[src/rau_pkg.sv]
// Shared types and constants for the rational arithmetic unit.
package rau_pkg;

   localparam int OPERAND_WIDTH = 32;
   localparam int WIDE_WIDTH = 64;
   localparam int CNT_WIDTH = 7;

   localparam logic [1:0] MODE_ADD = 2'd0;
   localparam logic [1:0] MODE_SUB = 2'd1;
   localparam logic [1:0] MODE_MUL = 2'd2;
   localparam logic [1:0] MODE_DIV = 2'd3;

   localparam logic [1:0] STATUS_OK = 2'd0;
   localparam logic [1:0] STATUS_ZERO_DEN = 2'd1;
   localparam logic [1:0] STATUS_OVERFLOW = 2'd2;

   typedef struct packed {
      logic [1:0] mode;
      logic signed [31:0] num_a;
      logic signed [31:0] den_a;
      logic signed [31:0] num_b;
      logic signed [31:0] den_b;
   } req_type;

   typedef struct packed {
      logic signed [63:0] num_r;
      logic [62:0] den_r;
      logic [1:0] status;
   } rsp_type;

   typedef enum logic [3:0] {
      ST_IDLE,
      ST_MUL0,
      ST_MUL1,
      ST_MUL2,
      ST_CHECK,
      ST_GCD_START,
      ST_GCD_WAIT,
      ST_DIVN_START,
      ST_DIVN_WAIT,
      ST_DIVD_START,
      ST_DIVD_WAIT,
      ST_DONE
   } state_type;

   typedef struct packed {
      logic start;
      logic [63:0] dividend;
      logic [63:0] divisor;
   } div_cmd_type;

   typedef struct packed {
      logic done;
      logic [63:0] quotient;
      logic [63:0] remainder;
   } div_res_type;

   function automatic logic signed [63:0] sext_operand(input logic [31:0] v);
      logic signed [OPERAND_WIDTH-1:0] low;
      begin
         low = v[OPERAND_WIDTH-1:0];
         return WIDE_WIDTH'(low);
      end
   endfunction

endpackage

[src/rau_divider.sv]
// Shared radix-2 restoring divider, 64-bit unsigned, one quotient bit per cycle.
module rau_divider (
   input  logic clock,
   input  logic reset,
   input  rau_pkg::div_cmd_type cmd,
   output rau_pkg::div_res_type res
);
   import rau_pkg::*;

   logic [63:0] quo_ff, quo_in;
   logic [63:0] rem_ff, rem_in;
   logic [63:0] dsr_ff, dsr_in;
   logic [CNT_WIDTH-1:0] cnt_ff, cnt_in;
   logic busy_ff, busy_in;
   logic done_ff, done_in;
   logic [64:0] trial;
   logic [64:0] shifted;

   always_comb begin
      quo_in = quo_ff;
      rem_in = rem_ff;
      dsr_in = dsr_ff;
      cnt_in = cnt_ff;
      busy_in = busy_ff;
      done_in = 1'b0;
      shifted = {rem_ff, quo_ff[63]};
      trial = shifted - {1'b0, dsr_ff};
      if (cmd.start) begin
         quo_in = cmd.dividend;
         rem_in = '0;
         dsr_in = cmd.divisor;
         cnt_in = '0;
         busy_in = 1'b1;
      end else if (busy_ff) begin
         if (!trial[64]) begin
            rem_in = trial[63:0];
            quo_in = {quo_ff[62:0], 1'b1};
         end else begin
            rem_in = shifted[63:0];
            quo_in = {quo_ff[62:0], 1'b0};
         end
         cnt_in = cnt_ff + 1'b1;
         if (cnt_ff == CNT_WIDTH'(WIDE_WIDTH - 1)) begin
            busy_in = 1'b0;
            done_in = 1'b1;
         end
      end
   end

   always_ff @(posedge clock) begin
      quo_ff <= quo_in;
      rem_ff <= rem_in;
      dsr_ff <= dsr_in;
      cnt_ff <= cnt_in;
      if (reset) begin
         busy_ff <= 1'b0;
         done_ff <= 1'b0;
      end else begin
         busy_ff <= busy_in;
         done_ff <= done_in;
      end
   end

   assign res.done = done_ff;
   assign res.quotient = quo_ff;
   assign res.remainder = rem_ff;

endmodule

[src/rau_gcd.sv]
// Euclidean GCD sequencer built on the shared divider.
module rau_gcd (
   input  logic clock,
   input  logic reset,
   input  logic start,
   input  logic [63:0] x,
   input  logic [63:0] y,
   input  rau_pkg::div_res_type div_res,
   output rau_pkg::div_cmd_type div_cmd,
   output logic done,
   output logic [63:0] gcd
);
   import rau_pkg::*;

   logic [63:0] x_ff, x_in;
   logic [63:0] y_ff, y_in;
   logic run_ff, run_in;
   logic wait_ff, wait_in;
   logic done_ff, done_in;

   always_comb begin
      x_in = x_ff;
      y_in = y_ff;
      run_in = run_ff;
      wait_in = wait_ff;
      done_in = 1'b0;
      div_cmd.start = 1'b0;
      div_cmd.dividend = x_ff;
      div_cmd.divisor = y_ff;
      if (start) begin
         x_in = x;
         y_in = y;
         run_in = 1'b1;
         wait_in = 1'b0;
      end else if (run_ff && !wait_ff) begin
         if (y_ff == '0) begin
            run_in = 1'b0;
            done_in = 1'b1;
         end else begin
            div_cmd.start = 1'b1;
            wait_in = 1'b1;
         end
      end else if (run_ff && div_res.done) begin
         x_in = y_ff;
         y_in = div_res.remainder;
         wait_in = 1'b0;
      end
   end

   always_ff @(posedge clock) begin
      x_ff <= x_in;
      y_ff <= y_in;
      if (reset) begin
         run_ff <= 1'b0;
         wait_ff <= 1'b0;
         done_ff <= 1'b0;
      end else begin
         run_ff <= run_in;
         wait_ff <= wait_in;
         done_ff <= done_in;
      end
   end

   assign done = done_ff;
   assign gcd = x_ff;

endmodule

[src/rational_arith_unit_core.sv]
// Top level of the rational arithmetic unit: sequencer, multiplier and result.
//
// Usage: drive req_data and pulse start while busy is low; the beat is taken
// at that edge and busy rises on the next cycle. Operands are OPERAND_WIDTH-bit
// two's complement values. The result appears on rsp_data for exactly one
// cycle with rsp_valid high; the receiver cannot stall it and must take it.
// Steps: cross products in ST_MUL0, ST_MUL1 and ST_MUL2 on one shared 32x32
// multiplier, the ST_CHECK state, then a Euclidean GCD on the shared 64-bit
// divider (one division per remainder step), then two divisions by the GCD.
// A zero numerator or an error skips the GCD and goes from ST_CHECK straight
// to ST_DONE. One item at a time; busy stays high until the result beat, and
// a new beat can be taken at the end of the result cycle.
// Reset clears the sequencer; the block is idle and ready after it.
module rational_arith_unit_core (
   input  logic clock,
   input  logic reset,
   input  logic start,
   output logic busy,
   input  rau_pkg::req_type req_data,
   output logic rsp_valid,
   output rau_pkg::rsp_type rsp_data
);
   import rau_pkg::*;

   state_type state_ff, state_in;
   req_type req_ff;
   logic [63:0] p_ff, p_in, q_ff, q_in, d_ff, d_in;
   logic [63:0] m_ff, m_in, e_ff, e_in, g_ff, g_in;
   logic neg_ff, neg_in;
   logic [1:0] mstep_ff, mstep_in;
   rsp_type rsp_ff, rsp_in;
   logic rsp_valid_ff, rsp_valid_in;

   logic signed [63:0] na, da, nb, db;
   logic signed [31:0] mul_x, mul_y;
   logic signed [63:0] mul_p;
   logic [63:0] n_sum;
   logic ovf;

   div_cmd_type gcd_cmd, div_cmd;
   div_res_type div_res;
   logic gcd_start, gcd_done;
   logic [63:0] gcd_val;

   rau_divider u_div (.clock(clock), .reset(reset), .cmd(div_cmd), .res(div_res));

   rau_gcd u_gcd (
      .clock(clock), .reset(reset), .start(gcd_start), .x(m_ff), .y(e_ff),
      .div_res(div_res), .div_cmd(gcd_cmd), .done(gcd_done), .gcd(gcd_val)
   );

   always_comb begin
      na = sext_operand(req_ff.num_a);
      da = sext_operand(req_ff.den_a);
      nb = sext_operand(req_ff.num_b);
      db = sext_operand(req_ff.den_b);
      unique case (mstep_ff)
         2'd0: begin
            mul_x = na[31:0];
            mul_y = (req_ff.mode == MODE_MUL) ? nb[31:0] : db[31:0];
         end
         2'd1: begin
            mul_x = da[31:0];
            mul_y = (req_ff.mode == MODE_MUL) ? db[31:0] : nb[31:0];
         end
         default: begin
            mul_x = da[31:0];
            mul_y = db[31:0];
         end
      endcase
      mul_p = mul_x * mul_y;
      if (req_ff.mode == MODE_ADD) begin
         n_sum = p_ff + q_ff;
         ovf = ((p_ff ^ n_sum) & (q_ff ^ n_sum)) >> 63 != 0;
      end else begin
         n_sum = p_ff - q_ff;
         ovf = ((p_ff ^ q_ff) & (p_ff ^ n_sum)) >> 63 != 0;
      end
   end

   // next state
   always_comb begin
      state_in = state_ff;
      unique case (state_ff)
         ST_IDLE: if (start) state_in = ST_MUL0;
         ST_MUL0: state_in = ST_MUL1;
         ST_MUL1: state_in = ST_MUL2;
         ST_MUL2: state_in = ST_CHECK;
         ST_CHECK: begin
            if (da == 0 || db == 0 || d_ff == 0) state_in = ST_DONE;
            else if ((req_ff.mode == MODE_ADD || req_ff.mode == MODE_SUB) && ovf)
               state_in = ST_DONE;
            else if (((req_ff.mode == MODE_ADD || req_ff.mode == MODE_SUB) ? n_sum : p_ff)
                     == 0)
               state_in = ST_DONE;
            else state_in = ST_GCD_START;
         end
         ST_GCD_START: state_in = ST_GCD_WAIT;
         ST_GCD_WAIT: if (gcd_done) state_in = ST_DIVN_START;
         ST_DIVN_START: state_in = ST_DIVN_WAIT;
         ST_DIVN_WAIT: if (div_res.done) state_in = ST_DIVD_START;
         ST_DIVD_START: state_in = ST_DIVD_WAIT;
         ST_DIVD_WAIT: if (div_res.done) state_in = ST_DONE;
         ST_DONE: state_in = ST_IDLE;
         default: state_in = ST_IDLE;
      endcase
   end

   // datapath and outputs
   always_comb begin
      logic [63:0] n_val;
      p_in = p_ff;
      q_in = q_ff;
      d_in = d_ff;
      m_in = m_ff;
      e_in = e_ff;
      g_in = g_ff;
      neg_in = neg_ff;
      mstep_in = mstep_ff;
      rsp_in = rsp_ff;
      rsp_valid_in = 1'b0;
      gcd_start = 1'b0;
      div_cmd = gcd_cmd;
      n_val = (req_ff.mode == MODE_ADD || req_ff.mode == MODE_SUB) ? n_sum : p_ff;
      unique case (state_ff)
         ST_IDLE: mstep_in = 2'd0;
         ST_MUL0: begin
            p_in = mul_p;
            mstep_in = 2'd1;
         end
         ST_MUL1: begin
            q_in = mul_p;
            mstep_in = 2'd2;
         end
         ST_MUL2: d_in = (req_ff.mode == MODE_DIV) ? q_ff : mul_p;
         ST_CHECK: begin
            rsp_in = '0;
            neg_in = n_val[63] ^ d_ff[63];
            m_in = n_val[63] ? 64'(0) - n_val : n_val;
            e_in = d_ff[63] ? 64'(0) - d_ff : d_ff;
            if (da == 0 || db == 0 || d_ff == 0) rsp_in.status = STATUS_ZERO_DEN;
            else if ((req_ff.mode == MODE_ADD || req_ff.mode == MODE_SUB) && ovf)
               rsp_in.status = STATUS_OVERFLOW;
            else if (n_val == 0) rsp_in.den_r = 63'd1;
         end
         ST_GCD_START: gcd_start = 1'b1;
         ST_GCD_WAIT: g_in = gcd_val;
         ST_DIVN_START: begin
            div_cmd.start = 1'b1;
            div_cmd.dividend = m_ff;
            div_cmd.divisor = g_ff;
         end
         ST_DIVN_WAIT: if (div_res.done) m_in = div_res.quotient;
         ST_DIVD_START: begin
            div_cmd.start = 1'b1;
            div_cmd.dividend = e_ff;
            div_cmd.divisor = g_ff;
         end
         ST_DIVD_WAIT: begin
            if (div_res.done) begin
               if (!neg_ff && m_ff[63]) begin
                  rsp_in.status = STATUS_OVERFLOW;
               end else begin
                  rsp_in.num_r = neg_ff ? 64'(0) - m_ff : m_ff;
                  rsp_in.den_r = div_res.quotient[62:0];
               end
            end
         end
         ST_DONE: rsp_valid_in = 1'b1;
         default: ;
      endcase
   end

   always_ff @(posedge clock) begin
      if (state_ff == ST_IDLE && start) req_ff <= req_data;
      p_ff <= p_in;
      q_ff <= q_in;
      d_ff <= d_in;
      m_ff <= m_in;
      e_ff <= e_in;
      g_ff <= g_in;
      neg_ff <= neg_in;
      mstep_ff <= mstep_in;
      rsp_ff <= rsp_in;
      if (reset) begin
         state_ff <= ST_IDLE;
         rsp_valid_ff <= 1'b0;
      end else begin
         state_ff <= state_in;
         rsp_valid_ff <= rsp_valid_in;
      end
   end

   assign busy = (state_ff != ST_IDLE);
   assign rsp_valid = rsp_valid_ff;
   assign rsp_data = rsp_ff;

endmodule
[config.mk]
export PLATFORM = sky130hd
export DESIGN_NAME = rational_arith_unit_core
export DESIGN_NICKNAME = d
export VERILOG_FILES = /design/src/rau_pkg.sv /design/src/rau_divider.sv /design/src/rau_gcd.sv /design/src/rational_arith_unit_core.sv
export SDC_FILE = /design/constraint.sdc
export NUM_CORES = 2
export LEC_CHECK = 0
export BUFFER_PORTS_ARGS = -buffer_cell sky130_fd_sc_hd__clkbuf_2
export CAP_MARGIN = 40
export CORE_MARGIN = 5
export CORE_UTILIZATION = 30
export CTS_CLUSTER_DIAMETER = 200
export DETAILED_ROUTE_END_ITERATION = 12
export GPL_ROUTABILITY_DRIVEN = 0
export PLACE_DENSITY_LB_ADDON = 0.15
export SLEW_MARGIN = 20
export SYNTH_ARGS = -nofsm -noshare
export SYNTH_HDL_FRONTEND = slang
export SYNTH_HIERARCHICAL = 1
export SYNTH_SLANG_ARGS = --single-unit
[constraint.sdc]
create_clock -name clock -period 12.2 [get_ports clock]
set_input_delay 3.66 -clock clock [delete_from_list [all_inputs] [get_ports clock]]
set_output_delay 3.66 -clock clock [all_outputs]
set_load 0.03 [all_outputs]
* Yosys cells after proc, flatten, opt, wreduce, memory -nomap -nowiden
Index checks and enable logic that the tools add are counted.
Storage, ports and cells: register bits after elaboration 983, input bits 133, word-level logic and storage cells 166
Operators by class: add/subtract/negate cells 7, $mul 1, equal/unequal tests 24, mux-type cells 58, bitwise operators 9, reduce and logical (&&, ||, !) cells 37
Operators with widths (number):
- 64-bit two-way mux | 15
- 129-bit one-hot mux with 2 select lines | 2
- 64-bit logical NOT | 5
- 64-bit XOR | 4
- 1-bit by 64-bit subtractor with 64-bit output (first input constant) | 3
- 63-bit two-way mux | 3
- 129-bit two-way mux | 1
- 64-bit AND | 2
- 64-bit one-hot mux with 2 select lines | 1
- 127-bit two-way mux | 1
- 32-bit two-way mux | 3
- 65-bit by 64-bit subtractor with 65-bit output | 1
- 64-bit adder | 1
- 32-bit by 32-bit multiplier with 64-bit output | 1
- 32-bit one-hot mux with 2 select lines | 1
- 64-bit subtractor | 1
- 4-bit one-hot mux with 11 select lines | 1
- 4-bit two-way mux | 7
- 1-bit two-way mux | 19
- 4-bit by 3-bit equality test with 1-bit output (second input constant) | 4
- 4-bit equality test (second input constant) | 4
- 2-bit nonzero test | 7
- 2-bit != test (second input constant) | 5
- 4-bit by 2-bit equality test with 1-bit output (second input constant) | 2
- other kinds (22) | 42

* Logic depth before layout (Yosys ltp)
depth in word-level cells 8, gate-level depth with buffers 42, depth with buffers taken out 34

* By module
Netlist, hierarchy kept.
Modules (own cells, without submodules):
- rational_arith_unit_core | instances 1, cells an instance 7613, area each 74021.0 µm², sequential area each 19498.7 µm²
- rau_divider | instances 1, cells an instance 1214, area each 11901.4 µm², sequential area each 5305.1 µm²
- rau_gcd | instances 1, cells an instance 369, area each 6114.6 µm², sequential area each 3903.7 µm²

* Least setup slack after synthesis
OpenSTA, ideal clock, no wires.
path kind flip-flop to flip-flop, from register req_ff[128] (netlist bit), to register d_ff[61], data pin, arrival time 10.594 ns, setup slack 1.346 ns, cell stages (with the launch flop) 40, clock period less this slack 10.854 ns, cells stage by stage edfxtp_1 buf_2 buf_2 clkbuf_1 clkbuf_1 clkbuf_1 or3_1 a21oi_1 buf_2 buf_1 mux2i_1 clkbuf_1 nor2_1 fa_1 fa_1 inv_1 fa_1 fa_1 [4 not listed] inv_1 fa_1 inv_1 ha_1 a21o_1 a21o_1 a21o_1 a21o_1 a221o_1 a22oi_1 a32oi_1 a31oi_1 o31ai_1 a21o_1 a21oi_1 o21ai_0 xor2_1 mux2_2
On the way: word-level cells in the longest chain between the ends 5, elaborated cells between the ends (all ways) 7, those cells by class 1 x mul; 2 x eq/ne; 4 x mux
Ends and longest elaborated chain:
- start, declared | line rational_arith_unit_core.sv:26 | req_type req_ff;
- start signal, assigned | line rational_arith_unit_core.sv:175 | if (state_ff == ST_IDLE && start) req_ff <= req_data;
- 2-bit equality test * | line rational_arith_unit_core.sv:60, rational_arith_unit_core.sv:64
- 32-bit two-way mux, on equally long branches | line rational_arith_unit_core.sv:64, rational_arith_unit_core.sv:60
- 32-bit one-hot mux with 2 select lines * | line rational_arith_unit_core.sv:57 | unique case (mstep_ff)
- 32-bit by 32-bit multiplier with 64-bit output * | line rational_arith_unit_core.sv:71 | mul_p = mul_x * mul_y;
- via mul_p[61] | line rational_arith_unit_core.sv:36 | logic signed [63:0] mul_p;
- 64-bit two-way mux * | line rational_arith_unit_core.sv:135 | ST_MUL2: d_in = (req_ff.mode == MODE_DIV) ? q_ff : mul_p;
- end signal, assigned | line rational_arith_unit_core.sv:178 | d_ff <= d_in;
- end, declared | line rational_arith_unit_core.sv:27 | logic [63:0] p_ff, p_in, q_ff, q_in, d_ff, d_in;
The timed path passes the listed nets; every way through them passes the cells marked *. A chain may end at the register's enable or synchronous reset.

* Worst setup path after layout
Ends and elaborated chain as after synthesis.

==> results by group <==
Outcome
  • Status: completed

GRT
  • Antenna violations before repair: 10
  • Number of global-route vias before repair: 71.9k
  • Total GRT Usage: 20.5%
  • First-pass GRT wire length: 490000 µm
  • GR Overflow Total: 0
  • Largest net degree at the start of global routing: 74

Synthesis
  • #FFs+latches synth: 983
  • Leading area contributor after synthesis: edfxtp_1
  • Post-synthesis mux area share: 5.04%
  • Ys flop type: edfxtp_1
  • Area contributors post-synth: edfxtp_1 (29%), fa_1 (24%), ha_1 (5.1%), inv_1 (4.9%), nand2_1 (4.4%)
  • Mapped Nets: 10.8k
  • Synthesized area: 0.0920 mm²
  • Compound-Gate Fraction of Synth Area: 10.7%
  • Post-synthesis xor/xnor area fraction: 3.30%
  • Top cell type's share of synthesized area: 29.4%
  • Asr flop ratio synth: 0%
  • Count leader, synth: inv_1
  • Mean area per synthesized cell: 10.0 µm²
  • Cell count after synthesis: 9196
  • Simple-Gate Fraction of Synth Area: 13.5%
  • Adder-cell share of the synthesized area: 28.7%
  • Synthesis Warnings: 6
  • Unique masters post-synth: 126
  • Seq/Total Area, Yosys: 31.2%
  • Main combinational cell family by area after synthesis: adder cells
  • Post-synth EDFFs: 902
  • Post-synth top cells: inv_1 (1209), nand2_1 (1087), fa_1 (1085), nor2_1 (965), edfxtp_1 (902)

Clock network
  • Post-CTS Setup Inserts: 0
  • Worst-skew pair later-pin latency: 0.90 ns
  • CTS Buf Count: 120
  • CTS Root Cell: clkbuf_16
  • Clock transition at the registers of the reported paths: 0.06 ns
  • Sink Count: 983
  • H-tree lvl count: 3
  • Resize count post-CTS: 0
  • CTS tree: done
  • Hold-fix buffers, CTS: 0
  • Longest Clk Path Bufs: 4

STA
  • RSZ-0062 raised after global routing: no
  • Worst Skew: 0.106 ns
  • Setup TNS: 0 ns
  • Final Setup Violations: 0
  • Hold Fails Final Rpt: 0
  • Slew margin rel.: 33.8%
  • Final Max Tran Viols: 0
  • Period utilization: 91.5%
  • Actual slew at the worst max-slew pin: 0.980 ns
  • Minimum clock period: 11.16 ns
  • Fmax: 89.6 MHz

Setup path
  • CP Class: reg -> reg
  • Launch point of the worst reg-to-reg path: req_ff[128]
  • CP endpoint kind: flip-flop
  • Startpoint Class: flip-flop
  • Setup slack, reg-to-reg: 1.04 ns
  • CP max stage cell: mux2i_2
  • FF-to-FF path depth: 32
  • Worst path max stage delay: 0.71 ns
  • Top fanout value on the critical path: 10
  • Worst EP arrival: 11.77 ns
  • CP most frequent cell: fa_1
  • Reg-to-Reg End: d_ff[61]
  • Worst endpoint required time: 12.82 ns

Run
  • Max-cap violations: 0

Drt
  • Drt drc: 0
  • Antenna-violating nets left: 0
  • Drt pass-1 iters: 8
  • Met2 WL: 146000 µm
  • Vias post-DR: 69.6k
  • DRT iter0 DRCs: 6085
  • Wire length on met1: 151000 µm
  • Met3 wire length: 23600 µm
  • Final WL: 333000 µm
  • Highest signal layer in the routed design: met5
  • Wire per inst: 24.7 µm
  • Via density: 5.17

Final layout
  • Nets: 10.9k
  • Layout cells sized above 1: 12.2%
  • Footprint of the multi-input gates: 0.0568 mm²
  • Post-route insts no fill: 13.5k
  • Storage cell area: 0.0287 mm²
  • Area grow syn2layout: 11.2%
  • Fill cells: 31.3k
  • Final Core Density: 33.5%
  • Design Area, Final: 0.102 mm²

Place
  • Inst Count DP: 13.2k
  • Placed Instance Area: 0.0982 mm²
  • Port Buf Inserts: 263
  • Detailed Place HPWL: 264000 µm

Die
  • Die area: 0.318 mm²
  • Die height: 564 µm
  • Core area: 0.306 mm²
  • Initial Util: 30.1%
  • I/O pin total: 264
  • Die span in x: 564 µm
  • Site Rows: 203

Worst hold path
  • Hold path depth: 0
  • Worst hold start: u_gcd/gcd[44]
  • Worst hold path type: reg -> reg
  • Worst Hold End: g_ff[44]
-- final cells by class --
| class | count | share of cell area (%) |
|---|---|---|
| multi-input cells | 6489 | 55.5 |
| flip-flops and latches | 983 | 28.1 |
| well taps | 4100 | 5.01 |
| inverters | 1213 | 4.45 |
| clock buffers | 155 | 3.16 |
| repair buffers | 460 | 3.08 |
| clock inverters | 60 | 0.691 |
| diodes | 6 | 0.0147 |
-- critical path, delay by kind of cell, from the launching register on --
kind,cells,cell delay (ns)
simple gates,2,0.59
flops,1,0.41
compound gates,13,3.80
buf+inv,5,0.52
fa+ha+maj,9,4.42
xor+xnor,1,0.19
mux,2,0.99
-- stage by stage --
step                hold WS, ns  setup WS [ns]
detailed placement        0.434          0.899
finish                    0.418           1.04
global route              0.444          0.514
global placement          0.431          0.846
CTS                       0.417          0.966
floorplan                 0.449           1.35
-- how the worst max path moves through the flow --
stage,from,endpoint
floorplan,req_ff[128],d_ff[61]
global placement,req_ff[128],d_ff[61]
detailed placement,req_ff[128],d_ff[61]
CTS,req_ff[128],d_ff[61]
global route,req_ff[128],d_ff[61]
finish,req_ff[128],d_ff[61]
-- routing by layer --
| metal | vias to the layer above | GRT usage (%) |
|---|---|---|
| met2 | 2793 | 32.1 |
| met4 | 2 | 6.46 |
| met3 | 546 | 2.89 |
| li1 | 31000 | - |
| met1 | 35200 | 29.3 |
| met5 | - | 0 |
-- cell families after synthesis --
| logic type | after synthesis |
|---|---|
| xor gates and xnor gates | 347 |
| DFF | 983 |
| AOI/OAI and AO/OA | 1464 |
| and+or+nand+nor | 2794 |
| buffers and inverters | 1724 |
| muxes | 421 |
| adders and majority gates | 1463 |
-- cell usage in the layout, fill, tap and decap left out, types with 30 or more instances in the layout --
cell type and count:
mux2i_1 50, a211oi_1 49, nor2_1 955, nor4_1 98
o211ai_1 39, o31ai_1 95, nand4_1 96, a311oi_1 47
o21ai_1 30, a21oi_1 375, or3_1 48, nand3_1 75
inv_1 1207, nor2b_1 48, edfxtp_1 902, xnor2_1 192
and2_1 101, mux2_2 327, a21o_1 98, a22oi_1 68
dfxtp_1 80, ha_1 378, nand2_1 1085, buf_4 157
a31oi_1 41, fa_1 1085, nand2b_1 55, xor2_1 155
clkbuf_16 120, o21bai_1 36, clkbuf_2 265, nor3_1 81
o21a_1 41, o21ai_0 277
-- flip-flops by register name, summed over array words and instances, names as in the netlist, 64 cells and up --
name          count
rsp_data        129
d_ff             64
e_ff             64
g_ff             64
m_ff             64
p_ff             64
q_ff             64
u_div/dsr_ff     64
u_div/quo_ff     64
u_div/rem_ff     64
u_gcd/gcd        64
u_gcd/y_ff       64
Power is not shown: default switching activity piles up to over one toggle a cycle in this logic, so the estimate is an artifact.
